==> config.mk <==
export PLATFORM = sky130hd
export DESIGN_NAME = pmvu_update
export DESIGN_NICKNAME = d
export VERILOG_FILES = /design/src/design/pmvu_pkg.sv /design/src/design/pmvu_update.sv
export SDC_FILE = /design/constraint.sdc
export NUM_CORES = 1
export LEC_CHECK = 0
export BUFFER_PORTS_ARGS = -buffer_cell sky130_fd_sc_hd__clkbuf_2
export CORE_MARGIN = 2
export CORE_UTILIZATION = 64
export CTS_CLUSTER_SIZE = 24
export DETAILED_ROUTE_END_ITERATION = 12
export HOLD_SLACK_MARGIN = 0.03
export PLACE_DENSITY = 0.95
export SLEW_MARGIN = 10
export SYNTH_ARGS = -nofsm -noshare
export SYNTH_HDL_FRONTEND = slang
export SYNTH_SLANG_ARGS = --single-unit
==> constraint.sdc <==
create_clock -name clk_i -period 7.8 [get_ports clk_i]
set_input_delay 0.78 -clock clk_i [delete_from_list [all_inputs] [get_ports clk_i]]
set_output_delay 0.78 -clock clk_i [all_outputs]
set_load 0.05 [all_outputs]
==> src/design/pmvu_pkg.sv <==
// ----------------------------------------------------------------------------
// pmvu_pkg
// shared types and constants for the pde morphology voxel update block
// ----------------------------------------------------------------------------
package pmvu_pkg;

  localparam int unsigned DefValueBits = 16;
  localparam int unsigned NumAxisNb    = 6;
  localparam int unsigned NumDiagNb    = 4;
  localparam int unsigned NumInFields  = 1 + NumAxisNb + NumDiagNb;
  localparam int unsigned DtBits       = 16;
  localparam int unsigned DtFracBits   = 12;
  localparam int unsigned CfgIdxBits   = 3;

  // diagonal interpolation weights, scaled by 2^16
  localparam int unsigned WSide   = 13573;
  localparam int unsigned WCorner = 32768;

  typedef enum logic [CfgIdxBits-1:0] {
    RegSchemeMode   = 3'd0,
    RegDirection    = 3'd1,
    RegTimeStep     = 3'd2,
    RegLimitsEnable = 3'd3,
    RegLowerLimit   = 3'd4,
    RegUpperLimit   = 3'd5
  } cfg_reg_e;

  typedef enum logic [1:0] {
    ModeSum  = 2'd0,
    ModeMax  = 2'd1,
    ModeDiff = 2'd2,
    ModeNone = 2'd3
  } scheme_e;

  typedef struct packed {
    logic    hold;
    logic    dil;
    scheme_e mode;
  } ctrl_t;

endpackage

==> src/design/pmvu_update.sv <==
// ----------------------------------------------------------------------------
// pmvu_update
// norm select, times dt, rounding, signed update with saturation
// ----------------------------------------------------------------------------
module pmvu_update #(
  parameter int unsigned VALUE_BITS = pmvu_pkg::DefValueBits
) (
  input  logic                            clk_i,
  input  logic                            rst_ni,
  input  logic                            en_i,
  input  logic                            valid_i,
  input  pmvu_pkg::ctrl_t                 ctrl_i,
  input  logic [VALUE_BITS-1:0]           c_i,
  input  logic [VALUE_BITS+1:0]           root_i,
  input  logic [VALUE_BITS+1:0]           alt_i,
  input  logic [pmvu_pkg::DtBits-1:0]     dt_i,
  output logic                            valid_o,
  output logic [VALUE_BITS-1:0]           value_o,
  output logic                            held_o
);
  import pmvu_pkg::*;

  localparam int unsigned VB = VALUE_BITS;
  localparam int unsigned NW = VB + 2;
  localparam int unsigned PW = NW + DtBits;
  localparam int unsigned DW = PW + 1 - DtFracBits;
  localparam int unsigned RW = DW + 2;

  logic          d_vld_q;
  ctrl_t         d_ctrl_q;
  logic [VB-1:0] d_c_q;
  logic [PW-1:0] d_prod_q, d_prod_d;
  logic [NW-1:0] norm;

  always_comb begin
    case (ctrl_i.mode)
      ModeSum, ModeMax: norm = root_i;
      ModeDiff:         norm = alt_i;
      default:          norm = '0;
    endcase
    d_prod_d = PW'(norm) * PW'(dt_i);
  end

  logic [PW:0]          rnd;
  logic [DW-1:0]        delta;
  logic signed [RW-1:0] res;
  logic signed [RW-1:0] vmax, vmin;
  logic [VB-1:0]        value_d;

  always_comb begin
    rnd   = (PW+1)'(d_prod_q) + (PW+1)'(1 << (DtFracBits - 1));
    delta = rnd[PW:DtFracBits];
    vmax  = RW'({1'b0, {(VB-1){1'b1}}});
    vmin  = -vmax - RW'(1);
    res   = d_ctrl_q.dil ? (RW'($signed(d_c_q)) + $signed(RW'(delta)))
                         : (RW'($signed(d_c_q)) - $signed(RW'(delta)));
    if (res > vmax)      value_d = vmax[VB-1:0];
    else if (res < vmin) value_d = vmin[VB-1:0];
    else                 value_d = res[VB-1:0];
    if (d_ctrl_q.hold) value_d = d_c_q;
  end

  always_ff @(posedge clk_i or negedge rst_ni) begin
    if (!rst_ni) begin
      d_vld_q <= 1'b0;
      valid_o <= 1'b0;
    end else if (en_i) begin
      d_vld_q <= valid_i;
      valid_o <= d_vld_q;
    end
  end

  always_ff @(posedge clk_i) begin
    if (en_i) begin
      d_ctrl_q <= ctrl_i;
      d_c_q    <= c_i;
      d_prod_q <= d_prod_d;
      value_o  <= value_d;
      held_o   <= d_ctrl_q.hold;
    end
  end

endmodule

== Yosys cells after proc, flatten, opt, wreduce, memory -nomap -nowiden ==
Index checks and enable logic that the tools add are counted.
Widths: inputs -> output; s select.

* Bits in registers: 71
* Logic and storage cells: 23
* Input bits: 76
* Output and inout port bits: 18

* $add $sub $neg: 3
* Mux-type cells: 5
* Equality and inequality tests: 2
* Order comparisons: 2
* Reductions and logical operators: 2
* $mul: 1

{| class="wikitable"
|+ Operators by type and width
! kind !! count
|-
| $mux 16 || 3
|-
| $pmux 18 s2 || 1
|-
| $add 34x12->35 const B || 1
|-
| $mul 18x16->34 || 1
|-
| $add 16x24->25 || 1
|-
| $gt 25x16->1 const B || 1
|-
| $lt 25x16->1 const B || 1
|-
| $mux 25 || 1
|-
| $sub 16x24->25 || 1
|-
| $eq 2x1->1 const B || 1
|-
| $eq 2x2->1 const B || 1
|-
| $logic_not 2->1 || 1
|-
| $reduce_or 2->1 || 1
|}

== Logic depth before layout (Yosys ltp) ==
* Depth in word-level cells: 7
* Depth in mapped cells: 28
* Depth with buffers taken out: 25

== Worst setup path before layout ==
OpenSTA, ideal clock, no wires.

* Kind: input to register
* From: input port ctrl_i[1] (netlist bit)
* To: register d_prod_q[30] (data pin)
* Path buffers: 2
* Data required time: 7.540 ns
* Slack: 0.543 ns
* Stages on the path: 25
* Data arrival time: 6.998 ns
* Setup time: 0.260 ns
* Cell sequence: clkbuf_1 -> clkinv_1 -> clkbuf_1 -> a22o_1 -> and2_1 -> fa_1 -> inv_1 -> fa_1 -> fa_1 -> inv_1 -> fa_1 -> fa_1 -> inv_1 -> fa_1 -> inv_1 -> ha_1 -> nand3_1 -> nor2_1 -> nand2_1 -> a211o_1 -> a211oi_1 -> nor3_1 -> nor3_1 -> nor3_1 -> xnor2_1

* Word-level cells in the longest chain between the ends: 4
* Elaborated cells between the ends (all ways): 6
* Those cells by class: 1 x mul; 2 x eq/ne; 1 x mux; 2 x reduce/logical

{| class="wikitable"
|+ Ends and longest elaborated chain
! item !! line !! source
|-
| start, declared || pmvu_update.sv:12 || <nowiki>input pmvu_pkg::ctrl_t ctrl_i,</nowiki>
|-
| $eq 2x1->1 or $logic_not 2->1 (tied branches) || pmvu_update.sv:36 || <nowiki>case (ctrl_i.mode)</nowiki>
|-
| $reduce_or 2->1 || pmvu_update.sv:36 ||
|-
| $pmux 18 s2 * || pmvu_update.sv:36 ||
|-
| $mul 18x16->34 * || pmvu_update.sv:41 || <nowiki>d_prod_d = PW'(norm) * PW'(dt_i);</nowiki>
|-
| named net d_prod_d[30] || pmvu_update.sv:32 || <nowiki>logic [PW-1:0] d_prod_q, d_prod_d;</nowiki>
|-
| end signal, assigned || pmvu_update.sv:77 || <nowiki>d_prod_q <= d_prod_d;</nowiki>
|-
| end, declared || pmvu_update.sv:32 ||
|}

Mark *: on every way through the listed nets, which the timed path passes. The rest lies on a longest branch.
A chain may end at the register's enable or synchronous reset.

== Worst setup path after layout ==
* From: input port ctrl_i[1] (netlist bit)
* To: register d_prod_q[29] (data pin)

Same word-level chain as after synthesis.

==> flow_summary.yaml <==
critical_path:
  r2r_setup_slack_ns: 1.05
  cp.arrival_ns: 7.56
  worstSetupPathType: "in2reg"
  r2r-end: "value_o[9]"
  ff2ff_path_depth: 20
  cp-end-kind: "register"
  reg2reg_from: "d_prod_q[11]"
  crit_start: "ctrl_i[1]"
  cp_max_fo: 12
  cp-start-kind: "primary input"
  required_ns: 7.87
routing:
  post_drt_wl_per_cell_um: 18.6
  drt_first_pass_iters: 7
  final_antenna_net_count: 0
  vias: 12000
  drt_iter0_drc: 1135
  drc: 0
  routed_wl_um: 36000
  viasPerCell: 6.23
logic_synthesis:
  yosys_most_used_dff: "edfxtp_1"
  synth_top_family_by_area: "adder cells"
  synth_compound_area_frac: 0.103
  synth_mux_area_frac: 0.00614
  yosysSeqAreaShare: 0.127
  ys_seq_elements: 60
  synth_fa_ha_area_frac: 0.431
  synth.area.top_cells: "fa_1, edfxtp_1, ha_1"
  synth_top_area_cell: "fa_1"
  yosysWarnings: 0
  syn_avg_cell_area_um2: 8.85
  synth-edff-count: 58
  synthSimpleGateAreaFrac: 0.189
  async_reset_ff_frac: 0.0333
  synth_cells: 1590
  yosysTopAreaCellShare: 0.316
  synth_xor_area_frac: 0.0510
  ys_types: 78
  synth_fp_nets: 2017
  syn_area_mm2: 0.0141
power_and_ir_drop:
  p_per_area_mw_per_mm2: 417
  finalPower_w: 0.00629
  vdd.ir_drop.worst_uv: 325
  p_leak_nw: 7.15
cells_and_area:
  post_route_cells_drive_above_1_share: 0.0973
  areaGrowthSynthToFinish_pct: 7.31
  antenna_cells: 0
  fin_util: 0.696
  nFillCells: 1446
  fin_nets: 2076
  multi_input_area_mm2: 0.0110
  regArea_mm2: 0.00179
timing:
  setup_viol: 0
  whs_ns: 0.215
  fmax_mhz: 134
  rsz0062_at_grt: "false"
  slew_headroom: 0.369
  final.period_utilization: 0.959
  skew_ns: 0.0122
  slew_viol_final: 0
  final-hold-violation-count: 0
  fin_crit_ns: 7.48
  timing.setup.tns_ns: 0
  tightest_slew_ns: 0.947
  setup_ws_ns: 0.316
placement:
  gp_congestion: 0.951
  place_ws_ns: -0.133
  io_buffers: 93
  dp_hpwl_um: 28400
clock_tree:
  cts_buffers: 9
  worstSkewPairLatency_ns: 0.34
  clk_pin_slew_worst_paths_ns: 0.05
  htreeDepth: 3
  clock-sinks: 60
  clockRootBuffer: "clkbuf_16"
  post_cts_buffers: 0
  cts_tree: "built"
  cts_hold_buf: 0
  clockBufferDepth: 2
job:
  max-cap-violations: 0
global_routing:
  overflow: 0
  grt_max_degree: 61
  grt_pass1_wl_um: 59700
  use_met2: 0.546
  track_usage: 0.313
  globalRouteMet1Util: 0.373
  grt_pass1_vias: 12700
  use_met3: 0.0563
  top_usage_layer: "met2"
  antenna_found_initial: 0
floorplan:
  die_w_um: 152
  io_pins: 94
  rows: 54
  die_height_um: 152
  dieArea_mm2: 0.0232
  start_util: 0.648
  coreArea_mm2: 0.0217
run_status:
  status: "completed"
worst_hold_path:
  holdCritPathClass: "in2async"
Yosys cell counts (8+ instances only):
| cell | count |
|---|---|
| a21oi_1 | 57 |
| a211oi_1 | 12 |
| fa_1 | 222 |
| nor3_1 | 19 |
| nand3_1 | 27 |
| ha_1 | 129 |
| a21o_1 | 11 |
| nand4_1 | 16 |
| nor2_1 | 55 |
| o21ai_0 | 36 |
| clkbuf_1 | 51 |
| o22ai_1 | 19 |
| xnor2_1 | 54 |
| edfxtp_1 | 58 |
| and2_1 | 138 |
| o21a_1 | 8 |
| nand2_1 | 212 |
| and3_1 | 17 |
| xor2_1 | 26 |
| inv_1 | 270 |
| o2bb2ai_1 | 9 |
| a22o_1 | 9 |
worst max path at each step:
| stage | end | slack (ns) | cells past startpoint |
|---|---|---|---|
| CTS | d_prod_q[29] | 0.22 | 27 |
| floorplan | d_prod_q[30] | 0.54 | 25 |
| global route | d_prod_q[26] | 0.009 | 25 |
| finish | d_prod_q[29] | 0.32 | 25 |
| global placement | d_prod_q[30] | 0.28 | 27 |
| detailed placement | d_prod_q[29] | -0.13 | 27 |
metrics by stage:
step	instances	cell area [um2]
after detailed placement	1918	14800
after CTS	1934	15100
after floorplan	1590	14100
after global placement	1918	14800
after global routing	1934	15100
final	1934	15100
kinds of logic (layout without fill, tap and decap cells):
kind of cell    after synthesis  after routing
fa+ha+maj                   351            351
flops                        60             60
mux                           8              8
simple gates                532            532
buf+inv                     338            402
compound gates              220            220
xor+xnor                     81             81
worst max-delay path, cell delays in order:
cell and delay [ns]:
clkbuf_2 0.18, clkinvlp_4 0.21, buf_4 0.18, o2bb2ai_1 0.39, buf_4 0.31, nand2_1 0.09
fa_1 0.51, inv_1 0.05, fa_1 0.47, fa_1 0.55, fa_1 0.52, fa_1 0.55
inv_1 0.06, fa_1 0.54, inv_1 0.05, ha_1 0.35, a21o_1 0.19, a21oi_1 0.21
o21ai_0 0.13, a21oi_1 0.27, o22ai_1 0.17, nor3_2 0.27, o31ai_1 0.16, a211oi_1 0.30
nor3_1 0.07
area by class of cell:
| type | instances | area share |
|---|---|---|
| Inverter | 272 | 0.0679 |
| Tap cell | 280 | 0.0232 |
| Sequential cell | 60 | 0.119 |
| Clock inverter | 6 | 0.00423 |
| Timing Repair Buffer | 114 | 0.0413 |
| Multi-Input combinational cell | 1192 | 0.729 |
| Clock buffer | 10 | 0.0158 |
power by group:
| group | total, W | leakage, nW | switching (W) | internal [W] |
|---|---|---|---|---|
| clock network | 0.000403 | 0.144 | 0.000148 | 0.000255 |
| registers | 0.000810 | 0.585 | 0.000146 | 0.000665 |
| logic | 0.00507 | 6.42 | 0.00298 | 0.00210 |
metal layers:
layer | vias up | wire, um
met3 | 213 | 3490
met1 | 5729 | 13000
met2 | 847 | 17700
li1 | 5251 | -
met5 | - | 0
met4 | 0 | 1810
cell usage in the layout (no fill, tap or decap), types with 5 or more instances in the layout:
master	n
inv_1	270
fa_1	222
nand2_1	212
and2_1	138
ha_1	129
clkbuf_2	93
edfxtp_1	58
a21oi_1	57
nor2_1	55
xnor2_1	54
o21ai_0	36
nand3_1	27
xor2_1	26
buf_4	21
o22ai_1	19
nor3_1	18
and3_1	17
nand4_1	16
a211oi_1	12
a21o_1	11
clkbuf_16	9
o2bb2ai_1	8
o21a_1	8
or2_2	7
nand2b_1	7
a22o_2	6
a31oi_1	6
or3_1	6
o31ai_1	6
o211ai_1	6
nor2b_1	5
nor4_1	5
a21boi_0	5
sequential cells by signal (all words and copies together), names as in the netlist:
register and cells:
held_o 1, value_o 16, d_prod_q 23, d_ctrl_q 2, valid_o 1, d_vld_q 1, d_c_q 16
repair_timing:
action | 4_1_cts | 5_1_grt
endpoints found under the setup margin | 0 | 6
hold endpoints to repair | 0 | 0
gates resized for setup | 0 | 9
Power figures use the tool's default switching activity.
