[src/design/pmvu_pkg.sv]
// ----------------------------------------------------------------------------
// pmvu_pkg
// shared types and constants for the pde morphology voxel update block
// ----------------------------------------------------------------------------
package pmvu_pkg;

  localparam int unsigned DefValueBits = 16;
  localparam int unsigned NumAxisNb    = 6;
  localparam int unsigned NumDiagNb    = 4;
  localparam int unsigned NumInFields  = 1 + NumAxisNb + NumDiagNb;
  localparam int unsigned DtBits       = 16;
  localparam int unsigned DtFracBits   = 12;
  localparam int unsigned CfgIdxBits   = 3;

  // diagonal interpolation weights, scaled by 2^16
  localparam int unsigned WSide   = 13573;
  localparam int unsigned WCorner = 32768;

  typedef enum logic [CfgIdxBits-1:0] {
    RegSchemeMode   = 3'd0,
    RegDirection    = 3'd1,
    RegTimeStep     = 3'd2,
    RegLimitsEnable = 3'd3,
    RegLowerLimit   = 3'd4,
    RegUpperLimit   = 3'd5
  } cfg_reg_e;

  typedef enum logic [1:0] {
    ModeSum  = 2'd0,
    ModeMax  = 2'd1,
    ModeDiff = 2'd2,
    ModeNone = 2'd3
  } scheme_e;

  typedef struct packed {
    logic    hold;
    logic    dil;
    scheme_e mode;
  } ctrl_t;

endpackage

[src/design/pmvu_sqrt.sv]
// ----------------------------------------------------------------------------
// pmvu_sqrt
// pipelined integer square root, one result bit per stage
// ----------------------------------------------------------------------------
module pmvu_sqrt #(
  parameter int unsigned VALUE_BITS = pmvu_pkg::DefValueBits
) (
  input  logic                                                clk_i,
  input  logic                                                rst_ni,
  input  logic                                                en_i,
  input  logic                                                valid_i,
  input  pmvu_pkg::ctrl_t                                     ctrl_i,
  input  logic [VALUE_BITS-1:0]                               c_i,
  input  logic [2*((VALUE_BITS > 31) ? 31 : VALUE_BITS)+2:0]  n2_i,
  input  logic [VALUE_BITS+1:0]                               alt_i,
  output logic                                                valid_o,
  output pmvu_pkg::ctrl_t                                     ctrl_o,
  output logic [VALUE_BITS-1:0]                               c_o,
  output logic [VALUE_BITS+1:0]                               root_o,
  output logic [VALUE_BITS+1:0]                               alt_o
);
  import pmvu_pkg::*;

  localparam int unsigned VB  = VALUE_BITS;
  localparam int unsigned QW  = (VB > 31) ? 31 : VB;
  localparam int unsigned N2W = 2 * QW + 3;
  localparam int unsigned RW  = (N2W + 1) / 2;
  localparam int unsigned NW  = VB + 2;

  logic           vld_q  [RW];
  ctrl_t          ctrl_q [RW];
  logic [VB-1:0]  c_q    [RW];
  logic [NW-1:0]  alt_q  [RW];
  logic [N2W-1:0] rem_q  [RW];
  logic [RW-1:0]  root_q [RW];

  for (genvar k = 0; k < RW; k++) begin : g_stage
    localparam int unsigned Bit = RW - 1 - k;
    localparam logic [N2W+1:0] OneSq = (N2W+2)'(1) << (2 * Bit);

    logic           vld_in;
    ctrl_t          ctrl_in;
    logic [VB-1:0]  c_in;
    logic [NW-1:0]  alt_in;
    logic [N2W-1:0] rem_in;
    logic [RW-1:0]  root_in;
    logic [N2W+1:0] trial;
    logic           take;

    if (k == 0) begin : g_first
      assign vld_in  = valid_i;
      assign ctrl_in = ctrl_i;
      assign c_in    = c_i;
      assign alt_in  = alt_i;
      assign rem_in  = n2_i;
      assign root_in = '0;
    end else begin : g_next
      assign vld_in  = vld_q[k-1];
      assign ctrl_in = ctrl_q[k-1];
      assign c_in    = c_q[k-1];
      assign alt_in  = alt_q[k-1];
      assign rem_in  = rem_q[k-1];
      assign root_in = root_q[k-1];
    end

    // (root + 2^bit)^2 - root^2
    assign trial = ((N2W+2)'(root_in) << (Bit + 1)) + OneSq;
    assign take  = (N2W+2)'(rem_in) >= trial;

    always_ff @(posedge clk_i or negedge rst_ni) begin
      if (!rst_ni) begin
        vld_q[k] <= 1'b0;
      end else if (en_i) begin
        vld_q[k] <= vld_in;
      end
    end

    always_ff @(posedge clk_i) begin
      if (en_i) begin
        ctrl_q[k] <= ctrl_in;
        c_q[k]    <= c_in;
        alt_q[k]  <= alt_in;
        rem_q[k]  <= take ? N2W'((N2W+2)'(rem_in) - trial) : rem_in;
        root_q[k] <= take ? (root_in | (RW'(1) << Bit)) : root_in;
      end
    end
  end

  assign valid_o = vld_q[RW-1];
  assign ctrl_o  = ctrl_q[RW-1];
  assign c_o     = c_q[RW-1];
  assign alt_o   = alt_q[RW-1];
  assign root_o  = NW'(root_q[RW-1]);

endmodule

[config.mk]
export PLATFORM = sky130hd
export DESIGN_NAME = pmvu_sqrt
export DESIGN_NICKNAME = d
export VERILOG_FILES = /design/src/design/pmvu_pkg.sv /design/src/design/pmvu_sqrt.sv
export SDC_FILE = /design/constraint.sdc
export NUM_CORES = 1
export LEC_CHECK = 0
export BUFFER_PORTS_ARGS = -buffer_cell sky130_fd_sc_hd__buf_2
export CORE_ASPECT_RATIO = 0.75
export CORE_MARGIN = 4
export CORE_UTILIZATION = 45
export DETAILED_ROUTE_END_ITERATION = 12
export GPL_TIMING_DRIVEN = 0
export SYNTH_ARGS = -nofsm -noshare
export SYNTH_HDL_FRONTEND = slang
export SYNTH_SLANG_ARGS = --single-unit
[constraint.sdc]
create_clock -name clk_i -period 8.45 [get_ports clk_i]
set_input_delay 0.845 -clock clk_i [delete_from_list [all_inputs] [get_ports clk_i]]
set_output_delay 0.845 -clock clk_i [all_outputs]
set_load 0.03 [all_outputs]
### Word level (Yosys, flattened, before mapping)

Memories as Yosys holds them, arrays and structs flattened.
Cells that the tools add are included.
W data, S select, Z words.

* $add $sub $neg: 35
* $lt $le $gt $ge: 18
* multiplexer cells: 38

Operator list (number)
* $mux W35: 18
* $sub A35 B35 Y35: 2
* $add A35 B33 Y36 const B: 1
* $ge A35 B36 Y1: 1
* $add A34 B31 Y35 const B: 1
* $ge A35 B20 Y1: 1
* $ge A35 B21 Y1: 1
* $ge A35 B22 Y1: 1
* $ge A35 B23 Y1: 1
* $ge A35 B24 Y1: 1
* $ge A35 B25 Y1: 1
* $ge A35 B26 Y1: 1
* $ge A35 B27 Y1: 1
* $ge A35 B28 Y1: 1
* $ge A35 B29 Y1: 1
* $ge A35 B30 Y1: 1
* $ge A35 B31 Y1: 1
* $ge A35 B32 Y1: 1
* $ge A35 B33 Y1: 1
* $ge A35 B34 Y1: 1
* $ge A35 B35 Y1: 1
* $ge A35 B35 Y1 const B: 1
* $sub A35 B20 Y35: 1
* $sub A35 B21 Y35: 1
* 47 further kinds: 49

* bits of input ports: 77
* word-level logic and storage cells: 114
* output and inout bits: 57
* bits in writable memories: 1638
* flip-flop bits (word level): 18
* memories: 5

Memories
* rem_q: depth 18, width 35, read ports 17, clocked after Yosys merged registers in 0, wr ports 18, RTL line pmvu_sqrt.sv:34 `logic [N2W-1:0] rem_q [RW];`
* alt_q: depth 18, width 18, read ports 18, clocked after Yosys merged registers in 0, wr ports 18, RTL line pmvu_sqrt.sv:33 `logic [NW-1:0] alt_q [RW];`
* root_q: depth 18, width 18, read ports 18, clocked after Yosys merged registers in 0, wr ports 18, RTL line pmvu_sqrt.sv:35 `logic [RW-1:0] root_q [RW];`
* c_q: depth 18, width 16, read ports 18, clocked after Yosys merged registers in 0, wr ports 18, RTL line pmvu_sqrt.sv:32 `logic [VB-1:0] c_q [RW];`
* ctrl_q: depth 18, width 4, read ports 18, clocked after Yosys merged registers in 0, wr ports 18, RTL line pmvu_sqrt.sv:31 `ctrl_t ctrl_q [RW];`

### Longest topological paths before layout

An unclocked memory read counts as a cell.

* depth in word-level cells: 4
* mapped depth: 13
* depth with buffers taken out: 11

### Worst setup path before layout

OpenSTA, ideal clock, no wires.

* kind: register -> register
* start: mem rem_q[14][20] in the netlist's numbering
* end: mem rem_q[15][5] in the netlist's numbering, data pin
* stages on the path, launching flop included: 10
* period minus slack after synthesis: 3.056 ns
* data arrival time: 2.789 ns
* setup time: 0.266 ns
* required time: 8.184 ns
* path slack: 5.394 ns
* path buffers: 2
* cells stage by stage: edfxtp_1 > ha_1 > nand4bb_1 > or4_1 > o311ai_1 > nor4_1 > a21oi_2 > clkbuf_1 > clkbuf_1 > a21oi_1

RTL lines (RTL line)
* start, declared: pmvu_sqrt.sv:34

==> qor.tcl <==
set qor(post-layout-total-power_uw) 17600
set qor(die-height_um) 317
set qor(clkSinkCount) 1468
set qor(most-common-layout-cells) {1450 x sky130_fd_sc_hd__edfxtp_1, 224 x sky130_fd_sc_hd__inv_1, 185 x sky130_fd_sc_hd__ha_1, 164 x sky130_fd_sc_hd__nand2_1, 155 x sky130_fd_sc_hd__nor2_1}
set qor(synth_compound_gate_area_share_pct) 5.63
set qor(clk_pin_slew_ps) 60
set qor(synth_simple_gate_area_share_pct) 7.03
set qor(synth_enable_flop_cells) 1450
set qor(fp.coreArea_um2) 126000
set qor(layout-drive-gt1-share_pct) 10.7
set qor(reg2reg_depth) 11
set qor(grt_max_degree) 187
set qor(internal_power_uw) 13400
set qor(achievable-frequency_mhz) 239
set qor(relSlewSlack_pct) 24.8
set qor(grt_pass1_wl_mm) 150
set qor(clk-insertion-delay-late_ps) 770
set qor(synth_xor_xnor_area_share_pct) 3.50
set qor(synthFlopType) {sky130_fd_sc_hd__edfxtp_1}
set qor(leading_cell_type_in_the_layout_fill_and_taps_excluded) {sky130_fd_sc_hd__edfxtp_1}
set qor(cts_htree_levels) 4
set qor(fillCellCount) 10400
set qor(post-dp-hpwl_mm) 61.9
set qor(synthesis.area_um2) 57200
set qor(total_leakage_power_uw) 0.0236
set qor(finalWorstPathRequiredPeriod_ps) 4180
set qor(ys_ff_latch) 1468
set qor(yosysWarnings) 0
set qor(worst_hold_slack_ps) 251
set qor(vias_in_the_first_global_route) 27900
set qor(timing_worst_setup_path_type) {flip-flop to flip-flop}
set qor(grt_setup_unrepaired) {false}
set qor(drt-pass1-iter-count) 5
set qor(max_slew.worst_pin.slew_ps) 1130
set qor(power_switching_share_pct) 24.2
set qor(layout-area-overhead-vs-synth_pct) 13.5
set qor(path_common_cell) {sky130_fd_sc_hd__clkbuf_1}
set qor(cts.repair.resized) 0
set qor(comb_power_share_pct) 11.3
set qor(clk_root_buffer_cell) {sky130_fd_sc_hd__clkbuf_16}
set qor(crit_arrival_ps) 4690
set qor(power.density_nw_per_um2) 271
set qor(timing.final.crit_share_pct) 49.5
set qor(crit_fanout) 10
set qor(place_congestion) 0.840
set qor(post_cts_buffers) 0
set qor(synth.net_count) 3761
set qor(synth_mux_area_share_pct) 1.04
set qor(antenna_found_initial) 1
set qor(synth-async-reset-ratio_pct) 1.23
set qor(finish.cell_count_without_fillers) 5570
set qor(timing_endpoint_of_the_critical_path) {rem_q[11][30]}
set qor(crit_path_top_delay_cell) {sky130_fd_sc_hd__a2111oi_0}
set qor(mean_number_of_vias_per_cell) 5.10
set qor(routed_wirelength_mm) 93.6
set qor(n_antenna_cell) 0
set qor(die_w_um) 420
set qor(synth_top_family_by_area) {simple AND/OR/NAND/NOR gates}
set qor(timing.critical_path.from) {rem_q[10][24]}
set qor(cp_top_family) {simple AND/OR/NAND/NOR gates}
set qor(drv_cap) 0
set qor(critical_path.max_stage_delay_ps) 790
set qor(worst-path-buf-inv) 2
set qor(routed-via-count) 28400
set qor(critical_path.reg2reg.startpoint) {rem_q[10][24]}
set qor(timing.critical_path.to_type) {flip-flop}
set qor(drtAntennaViolNets) 0
set qor(synth.distinct_cells) 79
set qor(finalClockSkew_ps) 30.4
set qor(floorplan.die_area_um2) 133000
set qor(ys_seq_area_share_pct) 76.9
set qor(worstPathRequired_ps) 8960
set qor(post-route-worst-setup-slack_ps) 4270
set qor(final_setup_viols) 0
set qor(grt-ovfl-total) 0
set qor(clockBufferDepth) 3
set qor(power.share.sequential_pct) 52.7
set qor(starting_density_of_the_core_pct) 45.3
set qor(vdd_drop_max_mv) 0.218
set qor(holdCritPathClass) {primary input to flip-flop}
set qor(grt_util_met1_pct) 20.8
set qor(run_status) {complete, no violations}
set qor(globalRouteTotalUtil_pct) 14.3
set qor(final_max_slew_viol_count) 0
set qor(top_level_ports) 134
set qor(rows) 113
set qor(drc) 0
set qor(port-buffer-count) 132
set qor(critPathLaunchType) {flip-flop}
set qor(cts_tree) {yes}
set qor(yosys.area_share.adder_pct) 4.08
set qor(finish.net_count) 4051
set qor(global_route.usage.met2_pct) 21.1
set qor(synthesis.instances) 3498
set qor(rrSetupSlack_ps) 4270
set qor(placed_cells) 5306
set qor(grt.met3_usage_pct) 2.87
set qor(p_clk_share_pct) 36.0
set qor(gr-max-usage-layer) {met2}
set qor(routed_wire_length_per_instance_um) 16.8
set qor(r2r-end) {rem_q[11][30]}
set qor(drt_iter0_drc) 2638
set qor(final.setup.tns_ps) 0
set qor(timing_hold_violations_final) 0
set qor(crit_path_cell_trace) {ha_1 > clkbuf_1 > and4_1 > clkbuf_1 > nand4_1 > nor4_1 > or3_1 > a2111oi_2 > a2111oi_0 > nand2_1 > xnor2_1}
set qor(critical_path_cell_count) 11
set qor(register_area_um2) 44000
set qor(multi_input_area_um2) 12200
set qor(cts_inserted_buffers) 146
set qor(power.switching_uw) 4270
set qor(syn_avg_cell_area_um2) 16.4
set qor(placement.setup.worst_slack_ps) 4260
[cell families after synthesis]
family	Yosys count
flops	1468
simple gates	768
compound gates	516
buf+inv	276
xor+xnor	229
fa+ha+maj	186
mux	54
other cells	1
[metrics by stage]
stage | utilization (%) | instance area, um^2
floorplan | - | 57200
global placement | 47.5 | 60000
detailed placement | 47.7 | 60200
CTS | 51.4 | 65000
global route | 51.4 | 65000
finish | 51.4 | 65000
[cell type report]
class	count	area share, %
buffer	51	0.335
multi-input combinational	1754	18.8
inverter	225	1.30
clock inverter	86	1.37
clock buffer	177	5.90
tap	1667	3.21
sequential	1468	67.7
timing repair buffer	142	1.44
[synthesized netlist by cell type (all sizes together), types with 26 or more instances]
master,number,area share (%)
mux2,42,0.83
clkbuf,44,0.29
nand2b,43,0.47
xnor2,115,1.8
nor2,155,1.0
edfxtp,1450,76
nor4,84,0.92
inv,225,1.5
nand4,36,0.39
nand2,164,1.1
a21oi,154,1.4
nand3,42,0.37
o21ai,145,1.3
ha,185,4.0
a21o,48,0.63
nor3,75,0.66
or3,33,0.36
nor2b,30,0.33
xor2,114,1.7
or4,26,0.34
o21a,35,0.46
[power by group through the flow]
stage | logic [uW] | clock network (uW) | registers (uW)
after global routing | 2250 | 6910 | 9380
after detailed placement | 1980 | 0 | 9450
after floorplan | 1410 | 0 | 9320
after global placement | 1940 | 0 | 9760
after CTS | 2000 | 6580 | 9300
final | 1990 | 6350 | 9300
[flip-flops by register name (all words and copies together) (netlist names)]
| signal | cells |
|---|---|
| ctrl_q | 72 |
| alt_q | 324 |
| c_q | 288 |
| root_q | 171 |
| valid_o | 1 |
| g_stage.vld_in | 17 |
| rem_q | 595 |
[worst min-delay path by stage]
stage                            from            to  slack, ps  cells past startpoint
after global routing           c_i[7]     c_q[0][7]        180                      1
final                         c_i[13]    c_q[0][13]        250                      1
after global placement    alt_q[5][1]   alt_q[6][1]        400                      0
after CTS                     c_i[13]    c_q[0][13]        160                      1
after detailed placement  alt_q[9][0]  alt_q[10][0]        400                      0
after floorplan           alt_q[9][0]  alt_q[10][0]        400                      0
[layer usage]
layer  wire length [um]  vias up
li1                   -    14000
met2              41100      595
met3               4430      183
met4               2830        0
met5                  0        -
met1              45300    13700
[timing repair]
| item | 4_1_cts | 5_1_grt |
|---|---|---|
| hold buffers | 1 | 0 |
| endpoints found under the setup margin | 0 | 0 |
| hold endpoints to repair | 18 | 0 |
No activity file was read; power rests on OpenSTA's default activity.
